<file path="src/rtl/eotq_pkg.sv">
package eotq_pkg;

   localparam int TIME_W = 48;
   localparam int ID_W   = 32;
   localparam int DATA_W = 32;

   // Operation codes of a request.
   localparam logic [1:0] OP_ADD    = 2'd0;
   localparam logic [1:0] OP_DELETE = 2'd1;
   localparam logic [1:0] OP_TICK   = 2'd2;

   // Status codes of a result.
   localparam logic [2:0] ST_ADDED    = 3'd0;
   localparam logic [2:0] ST_FULL     = 3'd1;
   localparam logic [2:0] ST_DELETED  = 3'd2;
   localparam logic [2:0] ST_NOTFOUND = 3'd3;
   localparam logic [2:0] ST_FIRED    = 3'd4;
   localparam logic [2:0] ST_NONE     = 3'd5;

   // Register index of the scan interval (byte address bit 2).
   localparam logic       CSR_CHECK_INTERVAL = 1'b0;
   localparam logic [31:0] CHECK_INTERVAL_RESET = 32'd100000;

   localparam logic [ID_W-1:0]   ID_MAX   = '1;
   localparam logic [TIME_W-1:0] TIME_MAX = '1;

   typedef struct packed {
      logic [1:0]        op;
      logic [TIME_W-1:0] now;
      logic [31:0]       delay;
      logic [DATA_W-1:0] in_payload;
      logic [ID_W-1:0]   del_id;
   } req_type;

   typedef struct packed {
      logic [2:0]        status;
      logic [ID_W-1:0]   out_id;
      logic [DATA_W-1:0] out_payload;
      logic              last;
   } rsp_type;

   typedef struct packed {
      logic              valid;
      logic [TIME_W-1:0] expiry;
      logic [ID_W-1:0]   id;
      logic [DATA_W-1:0] payload;
   } entry_type;

   typedef struct packed {
      logic            ins;
      logic            del;
      logic            pop;
      entry_type       new_ent;
      logic [ID_W-1:0] del_id;
   } cell_cmd_type;

endpackage

</file>
<file path="src/rtl/eotq_cell.sv">
module eotq_cell #(
   parameter int SLOT_W = 4
) (
   input  logic                   clock,
   input  logic                   reset,
   input  eotq_pkg::cell_cmd_type cmd,
   input  logic [SLOT_W-1:0]      new_slot,
   input  eotq_pkg::entry_type    left_ent,
   input  logic [SLOT_W-1:0]      left_slot,
   input  logic                   left_lt,
   input  logic                   left_hit,
   input  eotq_pkg::entry_type    right_ent,
   input  logic [SLOT_W-1:0]      right_slot,
   output eotq_pkg::entry_type    ent,
   output logic [SLOT_W-1:0]      slot,
   output logic                   lt,
   output logic                   hit,
   output logic [SLOT_W-1:0]      del_slot
);

   eotq_pkg::entry_type ent_ff, ent_in;
   logic [SLOT_W-1:0]   slot_ff, slot_in;
   logic                match;

   // The new entry sorts ahead of this one: earlier expiry, then smaller id,
   // then lower slot number. An empty cell is always behind.
   always_comb begin
      lt = !ent_ff.valid
         || (cmd.new_ent.expiry < ent_ff.expiry)
         || ((cmd.new_ent.expiry == ent_ff.expiry) && (cmd.new_ent.id < ent_ff.id))
         || ((cmd.new_ent.expiry == ent_ff.expiry) && (cmd.new_ent.id == ent_ff.id)
             && (new_slot < slot_ff));
   end

   // The first matching cell along the row is the one with the earliest
   // expiry, since the row is kept sorted.
   assign match    = ent_ff.valid && (ent_ff.id == cmd.del_id);
   assign hit      = left_hit || match;
   assign del_slot = (match && !left_hit) ? slot_ff : '0;

   always_comb begin
      ent_in  = ent_ff;
      slot_in = slot_ff;
      if (cmd.ins) begin
         if (lt && !left_lt) begin
            ent_in  = cmd.new_ent;
            slot_in = new_slot;
         end else if (lt) begin
            ent_in  = left_ent;
            slot_in = left_slot;
         end
      end else if (cmd.pop || (cmd.del && hit)) begin
         ent_in  = right_ent;
         slot_in = right_slot;
      end
   end

   always_ff @(posedge clock) begin
      if (reset) begin
         ent_ff.valid <= 1'b0;
      end else begin
         ent_ff.valid <= ent_in.valid;
      end
      ent_ff.expiry  <= ent_in.expiry;
      ent_ff.id      <= ent_in.id;
      ent_ff.payload <= ent_in.payload;
      slot_ff        <= slot_in;
   end

   assign ent  = ent_ff;
   assign slot = slot_ff;

endmodule

</file>
<file path="config.mk">
export PLATFORM = sky130hd
export DESIGN_NAME = eotq_cell
export DESIGN_NICKNAME = d
export VERILOG_FILES = /design/src/rtl/eotq_pkg.sv /design/src/rtl/eotq_cell.sv
export SDC_FILE = /design/constraint.sdc
export NUM_CORES = 1
export LEC_CHECK = 0
export ABC_AREA = 1
export CAP_MARGIN = 15
export CORE_ASPECT_RATIO = 0.5
export CORE_MARGIN = 8
export CORE_UTILIZATION = 30
export CTS_CLUSTER_DIAMETER = 40
export CTS_CLUSTER_SIZE = 12
export DETAILED_ROUTE_END_ITERATION = 10
export DONT_BUFFER_PORTS = 1
export HOLD_SLACK_MARGIN = 0.1
export PLACE_DENSITY = 0.53
export REMOVE_ABC_BUFFERS = 1
export SLEW_MARGIN = 20
export SYNTH_ARGS = -nofsm -noshare
export SYNTH_HDL_FRONTEND = slang
export SYNTH_SLANG_ARGS = --single-unit
</file>
<file path="constraint.sdc">
create_clock -name clock -period 9.6 [get_ports clock]
set_clock_uncertainty 0.05 [all_clocks]
set_input_delay 1.92 -clock clock [delete_from_list [all_inputs] [get_ports clock]]
set_output_delay 1.92 -clock clock [all_outputs]
set_load 0.1 [all_outputs]
</file>
==> key figures <==
Setup path
  – Critical Path RT: around 7.6 ns
  – Critical Path End: del_slot[1]
  – WS Path Type: in -> out
  – Arrival @ worst endpoint: roughly 3.9 ns
  – Max Fanout on Critical Path: 4
  – Setup slack, reg-to-reg: between 4 and 5 ns
  – Max incr delay on CP: 0.91 ns
  – CP startpoint kind: input port
  – Worst R2R Path Depth: 13
  – Worst reg2reg endpoint: ent[38]
  – CP Capture Type: output pin
  – CP startpoint: cmd[26]
  – Worst r2r src: ent[63]
  – CP max stage cell: nor2_2
  – Cell Chain, Critical Path: xnor2_1, nand2_1, nor2_1, nand2_1, nor2_1, nand4_1, nor2_2

Synthesis
  – Mean Syn Cell Area: 7.62 sq um
  – Synthesized area: around 0.0096 sq mm
  – Async SR Flop Fraction: 0%
  – Largest cells by area after synthesis: edfxtp_1 (36%), ha_1 (11%), nor2_1 (10%), inv_1 (9.8%), o21bai_1 (7.4%)
  – Distinct cells, synth: 36
  – Most common library cells after synthesis: nor2_1 (254), inv_1 (249), nand2_1 (140)
  – Yosys top cell area share: 36.4%
  – Synthesized flop and latch total: 117
  – Number of synthesized flops with an enable pin: ~120
  – Most numerous cell in the Yosys netlist: nor2_1
  – Synth warn: 0
  – Mapped Cells: roughly 1300
  – Top_reg_cell synth: edfxtp_1
  – Post-synth top area cell: edfxtp_1
  – Sequential area share after synthesis: 36.6%

STA
  – Final count of hold timing violations: 0
  – Final setup violation count: 0
  – Max-slew headroom: around 24%
  – Setup TNS: 0 ns
  – Slew @ Worst Pin: about 1.1 ns
  – Period minus WS final: ~5.8 ns
  – Tcrit/Tclk final: 60.9%
  – Fmax: 171 MHz
  – Slew Limit Fails: 0
  – RSZ-0062 raised after global routing: no
  – Fin Hold WS: ~1.1 ns

Placement
  – GP Congestion: approximately 0.97
  – # port buffers: 0
  – Placed cells: 1639
  – HPWL after detailed placement: ~31000 um

Worst hold path
  – HP Class: reg -> reg
  – Worst hold stages: 4

Global routing
  – First-pass GRT wire length: 55600 um
  – Initial antenna violation count: 1
  – Tot GR Track Use: about a fifth
  – Total congestion overflow: 0
  – Vias in the first global route: about 8400
  – Largest net degree at the start of global routing: 237

Floorplanning
  – Die area: approximately 0.038 sq mm
  – Num rows: 46
  – Core Area: 0.0315 sq mm
  – Die height: ~140 um
  – Width of the die: about 270 um
  – Initial Util: a little under a third
  – # IOs: between 500 and 600

Detailed routing
  – Vias/cell: 5.05
  – Detailed Routing Iterations Pass 1: 5
  – Vias: 8443
  – Final WL: just under 40000 um
  – Drt drc: 0
  – Routed WL per cell: 23.5 um
  – First-iteration detailed-routing DRC count: roughly 530
  – Antenna Nets Post-Route: 0

Job
  – Max-Cap Viols: 0

CTS
  – Cts hold-fix bufs: 0
  – Clock latency at the later pin of the worst-skew pair: between 0.4 and 0.5 ns
  – Post-CTS Resized: 0
  – Clock slew at reported path FFs: 0.06 ns
  – H-tree Lvls: 4
  – Clk buf depth: 2
  – Root buffer cell: clkbuf_16
  – CTS Buf Count: 17
  – CTS tree: yes
  – Clk sink count: roughly 120
  – Setup bufs post-CTS: 0

Layout
  – NumNets Final: between 1500 and 2000
  – Area Overhead vs Synth: 9.37%
  – Ant. Diodes: 0
  – Share of cells above drive strength 1: under 10%
  – Final Non-Filler Cells: between 1500 and 2000

Power and ir drop
  – Power Density: 209 mW/mm^2
  – Tot Pwr: ~2200 uW
  – Worst vdd ir: 123 uV
  – Leakage: roughly 0.005 uW

Outcome
  – Status: finished clean
==> state kept, by name, indices dropped and copies added (netlist names) <==
signal / cells
slot: 4
ent: 113
==> layout make-up <==
type,count,area [sq um]
inverters,250,943
repair buffers,3,35.0
flip-flops and latches,117,3500
clock inverters,15,159
multi-input cells,837,4850
fillers,3459,21100
well taps,432,541
clock buffers,17,425
==> logic make-up after synthesis <==
kind of cell | share of synthesized area, %
AND/OR/NAND/NOR | 19.4
buffers and inverters | 12.7
AO/OA/AOI/OAI | 19.0
flip-flops | 36.6
adder cells (fa/ha/maj) | 10.9
XOR/XNOR | 1.37
==> routing by layer <==
layer	track usage (%)	routed length, um	vias to the layer above
li1	-	-	3951
met1	22.6	15100	4110
met2	34.3	20400	303
met3	5.40	2370	77
met4	7.48	1340	2
met5	0	20	-
==> worst min-delay path by stage <==
stage / from / to / slack, ns
5_1_grt: ent[112] / ent[112] / 1.11
3_5_place_dp: ent[112] / ent[112] / 1.07
6_report: ent[112] / ent[112] / 1.07
4_1_cts: ent[112] / ent[112] / 1.08
2_1_floorplan: ent[112] / ent[112] / 0.97
3_3_place_gp: ent[112] / ent[112] / 1.09
==> placed cells by master (no fill, tap or decap), drive strengths merged, types with 17 or more instances in the layout <==
master / n
nor2: 277
inv: 251
nand2: 142
o21ai: 128
edfxtp: 116
o21bai: 114
ha: 83
a21oi: 37
nand3: 21
clkbuf: 17
==> critical path, delay by kind of cell <==
kind	cells	cell delay, ns
AND/OR/NAND/NOR	6	1.83
XOR/XNOR	1	0.11
==> report_power, final <==
| group | leakage, uW | switching (uW) | internal, uW |
|---|---|---|---|
| clock | 0.000269 | 271 | 382 |
| sequential | 0.00121 | 527 | 650 |
| combinational | 0.00346 | 220 | 132 |
==> through the flow <==
step	util, %	area (sq um)	worst slack (ns)
floorplan	-	9280	3.43
global placement	31.3	9870	3.70
detailed placement	31.3	9870	3.67
CTS	33.2	10500	3.82
global route	33.2	10500	3.68
finish	33.2	10500	3.75
Power figures use the tool's default switching activity.
